## src/rtl/core/fgs_pkg.sv

```systemverilog
package fgs_pkg;

    // field widths
    localparam int BW   = 15;   // breakpoint width
    localparam int GW   = 16;   // gain register width
    localparam int XW   = 16;   // input sample width
    localparam int OW   = 18;   // result width
    localparam int FRAC = 16;   // weight fraction bits
    localparam int WW   = FRAC + 1;      // weight width, 1.0 included
    localparam int PW   = 2 * WW;        // weight product width
    localparam int TW   = PW + 3;        // rule-weighted sum width
    localparam int MW   = TW + GW;       // scaled sum width
    localparam int SW   = 3;             // set index width
    localparam int CIW  = 3;             // config index width

    // divider stages (must divide FRAC)
    localparam int DIV_STAGES = 4;

    // register reset values
    localparam logic [BW-1:0] ERR_BREAK_1_RST  = 15'd50;
    localparam logic [BW-1:0] ERR_BREAK_2_RST  = 15'd100;
    localparam logic [BW-1:0] ERR_BREAK_3_RST  = 15'd150;
    localparam logic [BW-1:0] RATE_BREAK_0_RST = 15'd110;
    localparam logic [BW-1:0] RATE_BREAK_1_RST = 15'd150;
    localparam logic [BW-1:0] RATE_BREAK_2_RST = 15'd250;
    localparam logic [BW-1:0] RATE_BREAK_3_RST = 15'd350;
    localparam logic [GW-1:0] OUTPUT_GAIN_RST  = 16'd256;

    localparam logic [OW-1:0] GAIN_MAX  = 18'h3FFFF;
    localparam logic [WW-1:0] HALF      = 17'd32768;
    localparam logic [SW-1:0] SET_ZERO  = 3'd3;
    localparam logic [SW-1:0] SET_NB    = 3'd0;
    localparam logic [SW-1:0] SET_PB    = 3'd6;

    // config register indexes
    typedef enum logic [CIW-1:0] {
        CFG_ERR_BREAK_1  = 3'd0,
        CFG_ERR_BREAK_2  = 3'd1,
        CFG_ERR_BREAK_3  = 3'd2,
        CFG_RATE_BREAK_0 = 3'd3,
        CFG_RATE_BREAK_1 = 3'd4,
        CFG_RATE_BREAK_2 = 3'd5,
        CFG_RATE_BREAK_3 = 3'd6,
        CFG_OUTPUT_GAIN  = 3'd7
    } cfg_idx_t;

    // fuzzifier result for one value
    typedef struct packed {
        logic [BW-1:0] rem;      // first partial remainder
        logic [BW-1:0] span;     // divisor
        logic          q0;       // leading quotient bit
        logic [SW-1:0] set_in;
        logic [SW-1:0] set_out;
        logic          special;  // both weights one half
    } fuzz_t;

    // sideband that travels beside the dividers
    typedef struct packed {
        logic [SW-1:0] e_in;
        logic [SW-1:0] e_out;
        logic [SW-1:0] r_in;
        logic [SW-1:0] r_out;
        logic          e_sp;
        logic          r_sp;
        logic          bad;
    } side_t;

    // rule table, row is error set, column is rate set
    localparam logic [2:0] RULES [7][7] = '{
        '{3'd4, 3'd3, 3'd1, 3'd0, 3'd0, 3'd0, 3'd0},
        '{3'd4, 3'd4, 3'd2, 3'd0, 3'd0, 3'd0, 3'd0},
        '{3'd4, 3'd4, 3'd2, 3'd0, 3'd0, 3'd0, 3'd0},
        '{3'd4, 3'd4, 3'd3, 3'd0, 3'd3, 3'd4, 3'd4},
        '{3'd0, 3'd0, 3'd0, 3'd0, 3'd2, 3'd4, 3'd4},
        '{3'd0, 3'd0, 3'd0, 3'd0, 3'd2, 3'd4, 3'd4},
        '{3'd0, 3'd0, 3'd0, 3'd0, 3'd1, 3'd3, 3'd4}
    };

    function automatic logic [2:0] rule_at(input logic [SW-1:0] row,
                                           input logic [SW-1:0] col);
        logic [2:0] val;
        val = 3'd0;
        if (row < 3'd7 && col < 3'd7)
        begin
            val = RULES[row][col];
        end
        return val;
    endfunction

endpackage

```

## src/rtl/core/fgs_fuzz.sv

```systemverilog
module fgs_fuzz (
    input  logic [fgs_pkg::XW-1:0] x,
    input  logic [fgs_pkg::BW-1:0] bp0,
    input  logic [fgs_pkg::BW-1:0] bp1,
    input  logic [fgs_pkg::BW-1:0] bp2,
    input  logic [fgs_pkg::BW-1:0] bp3,
    output fgs_pkg::fuzz_t         fz
);

    logic                     neg;
    logic [fgs_pkg::XW:0]     mag;
    logic                     zone_zero;
    logic                     zone_sat;
    logic [1:0]               k;
    logic [fgs_pkg::BW-1:0]   lo;
    logic [fgs_pkg::BW-1:0]   hi;
    logic [fgs_pkg::BW-1:0]   num;

    // magnitude, most negative value gives 32768
    assign neg = x[fgs_pkg::XW-1];
    assign mag = neg ? (17'd65536 - 17'(x)) : 17'(x);

    assign zone_zero = mag <= 17'(bp0);
    assign zone_sat  = mag > 17'(bp3);

    // segment select
    always_comb
    begin
        if (mag <= 17'(bp1))
        begin
            k  = 2'd0;
            lo = bp0;
            hi = bp1;
        end
        else if (mag <= 17'(bp2))
        begin
            k  = 2'd1;
            lo = bp1;
            hi = bp2;
        end
        else
        begin
            k  = 2'd2;
            lo = bp2;
            hi = bp3;
        end
    end

    assign num = fgs_pkg::BW'(mag - 17'(lo));

    // first quotient bit: outside the zero and saturation zones num never exceeds the span
    always_comb
    begin
        fz.span    = hi - lo;
        fz.q0      = (num == fz.span);
        fz.rem     = fz.q0 ? '0 : num;
        fz.special = zone_zero || zone_sat;
        if (zone_zero)
        begin
            fz.set_in  = fgs_pkg::SET_ZERO;
            fz.set_out = fgs_pkg::SET_ZERO;
        end
        else if (zone_sat)
        begin
            fz.set_in  = neg ? fgs_pkg::SET_NB : fgs_pkg::SET_PB;
            fz.set_out = neg ? fgs_pkg::SET_NB : fgs_pkg::SET_PB;
        end
        else if (neg)
        begin
            fz.set_in  = 3'd3 - 3'(k);
            fz.set_out = 3'd2 - 3'(k);
        end
        else
        begin
            fz.set_in  = 3'd3 + 3'(k);
            fz.set_out = 3'd4 + 3'(k);
        end
    end

endmodule

```

## config.mk

```make
export PLATFORM = sky130hd
export DESIGN_NAME = fgs_fuzz
export DESIGN_NICKNAME = d
export VERILOG_FILES = /design/src/rtl/core/fgs_pkg.sv /design/src/rtl/core/fgs_fuzz.sv
export SDC_FILE = /design/constraint.sdc
export NUM_CORES = 1
export LEC_CHECK = 0
export ABC_CLOCK_PERIOD_IN_PS = 21200
export BUFFER_PORTS_ARGS = -buffer_cell sky130_fd_sc_hd__buf_2
export CAP_MARGIN = 20
export CORE_ASPECT_RATIO = 2
export CORE_UTILIZATION = 45
export DETAILED_ROUTE_END_ITERATION = 7
export PLACE_DENSITY = 0.8
export SLEW_MARGIN = 20
export SYNTH_ARGS = -nofsm -noshare
export SYNTH_HDL_FRONTEND = slang
export SYNTH_SLANG_ARGS = --single-unit
```

## constraint.sdc

```tcl
create_clock -name vclk -period 21.2
set_clock_uncertainty 0.15 [all_clocks]
set_input_delay 3.18 -clock vclk [all_inputs]
set_output_delay 3.18 -clock vclk [all_outputs]
set_load 0.005 [all_outputs]
```

==> results.toml <==
[run_status]
status = "complete, no violations"

[finish]
nNetsFinal = 953
drive_above_1_share_pct = 19.0
seqCellArea_um2 = 0
clkbuf_count = 0
fin_util_pct = 53.0
sequential_cell_total = 0
area_growth_pct = 13.9
design_area_mm2 = 0.00559
insertedDiodeCount = 0

[min_path]
hp-class = "input port to primary output"
worstHoldStart = "x[15]"

[grt]
grt_overflow_total = 0
grtUsageTotal_pct = 32.7
grt_pass1_wl_mm = 28.4
grt_start_max_net_pins = 27
grt_pass1_vias = 5771
antenna_found_initial = 0

[routing]
via_per_inst = 6.53
drtAntennaViolNets = 0
drc_errors = 0
post_drt_wl_per_cell_um = 19.8
drtPass1Iterations = 5
drt_wl_total_mm = 18.2
vias = 6023
drtIter0Drc = 470

[die]
dieArea_mm2 = 0.0113
floorplan.initialDensity_pct = 46.5
io_pins = 114
rows = 53
die_height_um = 150
core_mm2 = 0.0105
die_x_um = 75.8

[run]
maxCapViolCount = 0

[synthesis]
synth_area_leaders = "ha_1 (22%), inv_1 (6.1%), xnor2_1 (5.7%)"
ys_seq_area_share_pct = 0
ys_warn_count = 0
synth_top_area_cell = "ha_1"
syn_avg_cell_area_um2 = 7.13
synth_top_area_share_pct = 22.5
synth_cells = 688
syn_nets = 854
synth_area_mm2 = 0.00490
synth_cell_types = 83

[timing]
slew_headroom_pct = 22.9
min_period_ps = 14850
rsz0062_at_grt = "false"
worst_pin_slew_ps = 1150
max_freq_mhz = 67.4
setup_viol = 0
hold_violations = 0
tns_ps = 0
post-route-period-util_pct = 70.0
maxSlewViolCount = 0

[worst_setup_path]
worstPathRequired_ps = 17870
cp-startpoint = "x[11]"
critPathLaunchType = "input port"
crit_path_end = "fz[31]"
crit_fanout = 26
slowest_stage = "nor4b_4"
path_class = "input port to primary output"
critPathCaptureType = "primary output"
cp_data_arrival_time_ps = 11520
max_stage_delay_ps = 910

[power_and_ir_drop]
peakVddDrop_mv = 0.0420
leakagePower_nw = 2.78
powerDensity_mw_per_mm2 = 78.2
finalPower_w = 0.000437

[clock_tree]
cts_setup_buffers = 0
cts-hold-fix-buffers = 0
ctsResizeCount = 0

[place]
dpl.hpwl_mm = 15.4
gp_congestion = 1.03
port-buffer-count = 114
place_area_mm2 = 0.00558
-- layer usage --
metal  wire, um  vias up  GRT usage [%]
met5          0        -              0
met4       1390        0           19.1
met3        843      100           1.62
met2       9410      304           59.7
met1       6580     2807           35.1
li1           -     2812              -
-- where the power goes --
group / leakage, nW / total [W] / switching (W) / internal [W]
sequential: 0 / 0 / 0 / 0
clock: 0 / 0 / 0 / 0
combinational: 2.78 / 0.000437 / 0.000248 / 0.000189
-- per-stage QoR --
stage / hold slack (ps) / setup WS [ps] / cells
finish: 6750 / 6350 / 922
CTS: 6740 / 6500 / 922
global route: 6790 / 5940 / 922
floorplan: 6550 / 8480 / 688
global placement: 6750 / 6630 / 922
detailed placement: 6730 / 6500 / 922
-- critical path, delay by kind of cell --
kind                       cells  cell delay, ps
xor gates and xnor gates       1             260
adders and majority gates      2             670
AOI/OAI and AO/OA             11            3110
and+or+nand+nor                9            3580
buffers and inverters          4             640
-- cell usage after synthesis, drive strengths merged (13+ instances only) --
cell type,n
ha,88
inv,80
nor2,50
a21oi,43
nand2,34
o21ai,34
xnor2,32
nand3,24
a22oi,23
o22ai,22
a21o,19
nor3,19
a211oi,15
nand4,13
xor2,13
-- layout make-up --
cell class / instances / area, um2
repair buffers: 117 / 593
fillers: 1089 / 4960
well taps: 137 / 171
multi-input cells: 588 / 4520
inverters: 80 / 300
-- how the worst min path moves through the flow --
| stage | end | cells past startpoint |
|---|---|---|
| floorplan | fz[8] | 4 |
| global placement | fz[3] | 3 |
| detailed placement | fz[6] | 3 |
| CTS | fz[6] | 3 |
| global route | fz[3] | 3 |
| finish | fz[3] | 3 |
-- cell usage in the layout (no fill, tap or decap), types with 6 or more instances in the layout --
| cell | instances |
|---|---|
| ha_1 | 88 |
| and2_1 | 6 |
| xnor2_1 | 32 |
| o21a_1 | 7 |
| a21oi_1 | 40 |
| nor2b_1 | 8 |
| nand4_1 | 13 |
| or2_2 | 7 |
| and4_1 | 6 |
| nand2_1 | 33 |
| nand3_1 | 23 |
| a31oi_1 | 7 |
| a22oi_1 | 23 |
| nor2_1 | 49 |
| inv_1 | 80 |
| buf_2 | 114 |
| a21o_1 | 19 |
| o31ai_1 | 9 |
| o21ai_0 | 32 |
| nor3_1 | 19 |
| o211ai_1 | 10 |
| a211oi_1 | 15 |
| xor2_1 | 13 |
| o22ai_1 | 22 |
-- cell families (layout without fill, tap and decap cells) --
family                   after synthesis  count (layout)  synth area share (%)
buffers and inverters                100             197                  7.96
adder cells (fa/ha/maj)               93              93                  23.9
AND/OR/NAND/NOR                      200             200                  21.8
XOR/XNOR                              48              48                  9.42
multiplexers                           2               2                 0.408
AO/OA/AOI/OAI                        245             245                  36.5
No activity file was read; power rests on OpenSTA's default activity.
