[src/rtl/core/fgs_pkg.sv]
package fgs_pkg;

    // field widths
    localparam int BW   = 15;   // breakpoint width
    localparam int GW   = 16;   // gain register width
    localparam int XW   = 16;   // input sample width
    localparam int OW   = 18;   // result width
    localparam int FRAC = 16;   // weight fraction bits
    localparam int WW   = FRAC + 1;      // weight width, 1.0 included
    localparam int PW   = 2 * WW;        // weight product width
    localparam int TW   = PW + 3;        // rule-weighted sum width
    localparam int MW   = TW + GW;       // scaled sum width
    localparam int SW   = 3;             // set index width
    localparam int CIW  = 3;             // config index width

    // divider stages (must divide FRAC)
    localparam int DIV_STAGES = 4;

    // register reset values
    localparam logic [BW-1:0] ERR_BREAK_1_RST  = 15'd50;
    localparam logic [BW-1:0] ERR_BREAK_2_RST  = 15'd100;
    localparam logic [BW-1:0] ERR_BREAK_3_RST  = 15'd150;
    localparam logic [BW-1:0] RATE_BREAK_0_RST = 15'd110;
    localparam logic [BW-1:0] RATE_BREAK_1_RST = 15'd150;
    localparam logic [BW-1:0] RATE_BREAK_2_RST = 15'd250;
    localparam logic [BW-1:0] RATE_BREAK_3_RST = 15'd350;
    localparam logic [GW-1:0] OUTPUT_GAIN_RST  = 16'd256;

    localparam logic [OW-1:0] GAIN_MAX  = 18'h3FFFF;
    localparam logic [WW-1:0] HALF      = 17'd32768;
    localparam logic [SW-1:0] SET_ZERO  = 3'd3;
    localparam logic [SW-1:0] SET_NB    = 3'd0;
    localparam logic [SW-1:0] SET_PB    = 3'd6;

    // config register indexes
    typedef enum logic [CIW-1:0] {
        CFG_ERR_BREAK_1  = 3'd0,
        CFG_ERR_BREAK_2  = 3'd1,
        CFG_ERR_BREAK_3  = 3'd2,
        CFG_RATE_BREAK_0 = 3'd3,
        CFG_RATE_BREAK_1 = 3'd4,
        CFG_RATE_BREAK_2 = 3'd5,
        CFG_RATE_BREAK_3 = 3'd6,
        CFG_OUTPUT_GAIN  = 3'd7
    } cfg_idx_t;

    // fuzzifier result for one value
    typedef struct packed {
        logic [BW-1:0] rem;      // first partial remainder
        logic [BW-1:0] span;     // divisor
        logic          q0;       // leading quotient bit
        logic [SW-1:0] set_in;
        logic [SW-1:0] set_out;
        logic          special;  // both weights one half
    } fuzz_t;

    // sideband that travels beside the dividers
    typedef struct packed {
        logic [SW-1:0] e_in;
        logic [SW-1:0] e_out;
        logic [SW-1:0] r_in;
        logic [SW-1:0] r_out;
        logic          e_sp;
        logic          r_sp;
        logic          bad;
    } side_t;

    // rule table, row is error set, column is rate set
    localparam logic [2:0] RULES [7][7] = '{
        '{3'd4, 3'd3, 3'd1, 3'd0, 3'd0, 3'd0, 3'd0},
        '{3'd4, 3'd4, 3'd2, 3'd0, 3'd0, 3'd0, 3'd0},
        '{3'd4, 3'd4, 3'd2, 3'd0, 3'd0, 3'd0, 3'd0},
        '{3'd4, 3'd4, 3'd3, 3'd0, 3'd3, 3'd4, 3'd4},
        '{3'd0, 3'd0, 3'd0, 3'd0, 3'd2, 3'd4, 3'd4},
        '{3'd0, 3'd0, 3'd0, 3'd0, 3'd2, 3'd4, 3'd4},
        '{3'd0, 3'd0, 3'd0, 3'd0, 3'd1, 3'd3, 3'd4}
    };

    function automatic logic [2:0] rule_at(input logic [SW-1:0] row,
                                           input logic [SW-1:0] col);
        logic [2:0] val;
        val = 3'd0;
        if (row < 3'd7 && col < 3'd7)
        begin
            val = RULES[row][col];
        end
        return val;
    endfunction

endpackage

[src/rtl/core/fgs_div.sv]
module fgs_div #(
    parameter int NSTAGE = fgs_pkg::DIV_STAGES
) (
    input  logic                     clk,
    input  logic [NSTAGE-1:0]        en,
    input  logic [fgs_pkg::BW-1:0]   rem_in,
    input  logic [fgs_pkg::BW-1:0]   span_in,
    input  logic                     q0_in,
    output logic [fgs_pkg::WW-1:0]   q_out,
    output logic                     rnz_out
);

    localparam int STEPS = fgs_pkg::FRAC / NSTAGE;

    logic [fgs_pkg::BW-1:0] rem_reg  [NSTAGE];
    logic [fgs_pkg::BW-1:0] span_reg [NSTAGE];
    logic [fgs_pkg::WW-1:0] q_reg    [NSTAGE];
    logic [fgs_pkg::BW-1:0] rem_next [NSTAGE];
    logic [fgs_pkg::WW-1:0] q_next   [NSTAGE];

    genvar g;
    generate
        for (g = 0; g < NSTAGE; g++)
        begin : g_stage
            logic [fgs_pkg::BW-1:0] r_src;
            logic [fgs_pkg::BW-1:0] s_src;
            logic [fgs_pkg::WW-1:0] q_src;

            if (g == 0)
            begin : g_first
                assign r_src = rem_in;
                assign s_src = span_in;
                assign q_src = fgs_pkg::WW'(q0_in);
            end
            else
            begin : g_next
                assign r_src = rem_reg[g-1];
                assign s_src = span_reg[g-1];
                assign q_src = q_reg[g-1];
            end

            // restoring steps, one quotient bit each
            always_comb
            begin
                logic [fgs_pkg::BW:0]   t;
                logic [fgs_pkg::BW-1:0] r;
                logic [fgs_pkg::WW-1:0] q;
                r = r_src;
                q = q_src;
                for (int i = 0; i < STEPS; i++)
                begin
                    t = {r, 1'b0};
                    if (t >= {1'b0, s_src})
                    begin
                        r = fgs_pkg::BW'(t - {1'b0, s_src});
                        q = {q[fgs_pkg::WW-2:0], 1'b1};
                    end
                    else
                    begin
                        r = t[fgs_pkg::BW-1:0];
                        q = {q[fgs_pkg::WW-2:0], 1'b0};
                    end
                end
                rem_next[g] = r;
                q_next[g]   = q;
            end

            always_ff @(posedge clk)
            begin
                if (en[g])
                begin
                    rem_reg[g]  <= rem_next[g];
                    span_reg[g] <= s_src;
                    q_reg[g]    <= q_next[g];
                end
            end
        end
    endgenerate

    assign q_out   = q_reg[NSTAGE-1];
    assign rnz_out = (rem_reg[NSTAGE-1] != '0);

endmodule

[config.mk]
export PLATFORM = sky130hd
export DESIGN_NAME = fgs_div
export DESIGN_NICKNAME = d
export VERILOG_FILES = /design/src/rtl/core/fgs_pkg.sv /design/src/rtl/core/fgs_div.sv
export SDC_FILE = /design/constraint.sdc
export NUM_CORES = 1
export LEC_CHECK = 0
export CAP_MARGIN = 20
export CORE_MARGIN = 2
export CORE_UTILIZATION = 58
export CTS_CLUSTER_DIAMETER = 50
export CTS_CLUSTER_SIZE = 40
export DETAILED_ROUTE_END_ITERATION = 8
export DONT_BUFFER_PORTS = 1
export PLACE_DENSITY = 0.71
export SLEW_MARGIN = 30
export SYNTH_ARGS = -nofsm -noshare
export SYNTH_HDL_FRONTEND = slang
export SYNTH_SLANG_ARGS = --single-unit
export TNS_END_PERCENT = 30
[constraint.sdc]
create_clock -name clk -period 14.4 [get_ports clk]
set_clock_uncertainty 0.2 [all_clocks]
set_input_delay 0.72 -clock clk [delete_from_list [all_inputs] [get_ports clk]]
set_output_delay 0.72 -clock clk [all_outputs]
set_load 0.02 [all_outputs]
==> results.sh <==
export IMPL_status="finished, final reports clean"
export IMPL_ys_warn_count=0
export IMPL_grt_use_total_pct=27.2
export IMPL_max_cap_violations=0
export IMPL_root_buffer="clkbuf_16"
export IMPL_clock_sinks=149
export IMPL_wl_um=42000
export IMPL_crit_top_cell="mux2_2"
export IMPL_worst_pin_slew_ps=988
export IMPL_final_area_mm2=0.0182
export IMPL_slew_headroom_pct=33.3
export IMPL_core_mm2=0.0295
export IMPL_final_cell_mix="228 x ha_1, 159 x a21oi_1, 153 x nor2_1"
export IMPL_ios=54
export IMPL_dr_pass1_iters=7
export IMPL_rows=63
export IMPL_cts_buffer_depth=2
export IMPL_async_flop_share_pct=0
export IMPL_viasPerCell=6.16
export IMPL_post_cts_resized=0
export IMPL_fin_tns_setup_ps=0
export IMPL_grt_pass1_vias=13700
export IMPL_final_net_count=2187
export IMPL_dieHeight_um=176
export IMPL_synth_cell_types=82
export IMPL_cts_buffers=17
export IMPL_final_max_slew_viol_count=0
export IMPL_fmax_mhz=83.3
export IMPL_post_cts_setup_buffers=0
export IMPL_cp_max_fo=19
export IMPL_crit_slowest_cell="o41ai_1"
export IMPL_final_common_cell="ha_1"
export IMPL_grt_max_degree=44
export IMPL_max_stage_delay_ps=720
export IMPL_critPathCaptureType="register"
export IMPL_netlist_area_mm2=0.0172
export IMPL_ys_ff_latch=149
export IMPL_largest_reg_flops=60
export IMPL_io_buffers=0
export IMPL_final_setup_viol_count=0
export IMPL_rsz0062_at_grt="no"
export IMPL_min_path_type="in -> reg"
export IMPL_crit_arrival_ps=11990
export IMPL_syn_avg_cell_area_um2=8.94
export IMPL_antenna_found_initial=0
export IMPL_cp_start_kind="register"
export IMPL_ant_nets=0
export IMPL_clk_pin_slew_ps=70
export IMPL_die_area_mm2=0.0311
export IMPL_synth_edff_count=149
export IMPL_layout_drive_gt1_share_pct=10.6
export IMPL_htree_levels=4
export IMPL_diodes=0
export IMPL_place_area_mm2=0.0176
export IMPL_drc_errors=0
export IMPL_synth_seq_area_share_pct=25.9
export IMPL_gp_congestion=0.907
export IMPL_start_util_pct=58.5
export IMPL_grt_pass1_wl_um=68000
export IMPL_fin_util_pct=61.7
export IMPL_synth_ff_type="edfxtp_1"
export IMPL_grt_ovfl_total=0
export IMPL_path_class="reg -> reg"
export IMPL_fin_crit_ps=12010
export IMPL_clock_latency_ps=440
export IMPL_wl_per_cell_um=18.1
export IMPL_dp_hpwl_um=33400
export IMPL_syn_to_final_growth_pct=5.41
export IMPL_via_count=14300
export IMPL_synth_fp_nets=2197
export IMPL_die_w_um=176
export IMPL_r2r_setup_slack_ps=2390
export IMPL_crit_required_ps=14380
export IMPL_final_hold_viol_count=0
export IMPL_syn_inst=1929
export IMPL_dr_first_iter_drc_count=1015
export IMPL_fin_crit_sh_pct=83.4
export IMPL_holdBufCountCts=0
export IMPL_cts_tree="built"
-- metal layers --
metal  track usage (%)  wire length, µm  vias to the layer above  part of all wire [%]
li1                  -                -                     7157                     -
met1              35.9            19000                     6696                    45
met2              46.4            19800                      379                    47
met3              3.51             2010                       79                   4.8
met4              8.13             1100                        0                   2.6
met5                 0                0                        -                     0
-- final cells by class --
type / instances / area (µm²)
Clock buffer: 18 / 429
Clock inverter: 14 / 128
Fill cell: 2614 / 11300
Inverter: 130 / 488
Multi-Input combinational cell: 1617 / 12100
Sequential cell: 149 / 4470
Tap cell: 390 / 488
Timing Repair Buffer: 4 / 30.0
-- worst max-delay path, delay by kind of cell, from the launching register on --
kind	cells	cell delay (ps)
muxes	4	1560
AOI/OAI and AO/OA	16	4730
adders and majority gates	4	1500
buffers and inverters	3	760
and+or+nand+nor	12	2350
DFF	1	650
-- worst paths after layout --
check / from / to / cells past startpoint
max: span_reg[0][0]$_DFFE_PP_ / rem_reg[1][12]$_DFFE_PP_ / 39
min: span_in[4] / span_reg[0][4]$_DFFE_PP_ / 0
max reg2reg: span_reg[0][0]$_DFFE_PP_ / rem_reg[1][12]$_DFFE_PP_ / 39
min reg2reg: q_reg[1][0]$_DFFE_PP_ / q_reg[2][4]$_DFFE_PP_ / 0
-- through the flow --
stage                     hold WS [ps]  setup slack [ps]  std cells
final                              174              2390       2322
after global routing               163              1380       2322
after CTS                          162              2520       2322
after detailed placement           207              2580       2290
after global placement             202              2760       2290
after floorplan                    200              4280       1929
-- synthesized netlist by cell type (8+ instances only) --
| cell | count | area, µm² |
|---|---|---|
| o31ai_1 | 17 | 128 |
| o21a_1 | 39 | 293 |
| o31a_1 | 13 | 114 |
| nand3_1 | 24 | 120 |
| inv_1 | 128 | 480 |
| or2_2 | 18 | 113 |
| ha_1 | 228 | 2850 |
| and2_1 | 17 | 106 |
| a211oi_1 | 21 | 158 |
| nand2b_1 | 33 | 206 |
| xnor2_1 | 114 | 998 |
| clkbuf_1 | 17 | 63.8 |
| nor2_1 | 153 | 574 |
| buf_2 | 12 | 60.1 |
| edfxtp_1 | 149 | 4470 |
| and3_1 | 17 | 106 |
| nand2_1 | 119 | 447 |
| nor3_1 | 54 | 270 |
| o211ai_1 | 14 | 105 |
| nor4_1 | 10 | 62.6 |
| a21boi_0 | 12 | 90.1 |
| mux2_4 | 8 | 120 |
| a21o_1 | 33 | 248 |
| a21oi_1 | 159 | 796 |
| o21bai_1 | 21 | 158 |
| xor2_1 | 56 | 490 |
| nand4_1 | 9 | 56.3 |
| a31oi_1 | 24 | 150 |
| mux2_2 | 115 | 1290 |
| o21ai_0 | 124 | 621 |
| or3_1 | 13 | 81.3 |
| nor2b_1 | 29 | 181 |
-- kinds of logic (layout without fill, tap and decap cells) --
kind of cell | Yosys count | count (layout) | share of synthesized area (%)
compound gates | 557 | 557 | 21.0
simple gates | 524 | 524 | 14.9
fa+ha+maj | 232 | 232 | 17.0
xor+xnor | 170 | 170 | 8.63
buf+inv | 163 | 166 | 3.70
flops | 149 | 149 | 25.9
mux | 134 | 134 | 8.89
Power is left out: the tool's default activity adds up to more than one toggle a clock period on the data nets, which glitch-free logic cannot reach.
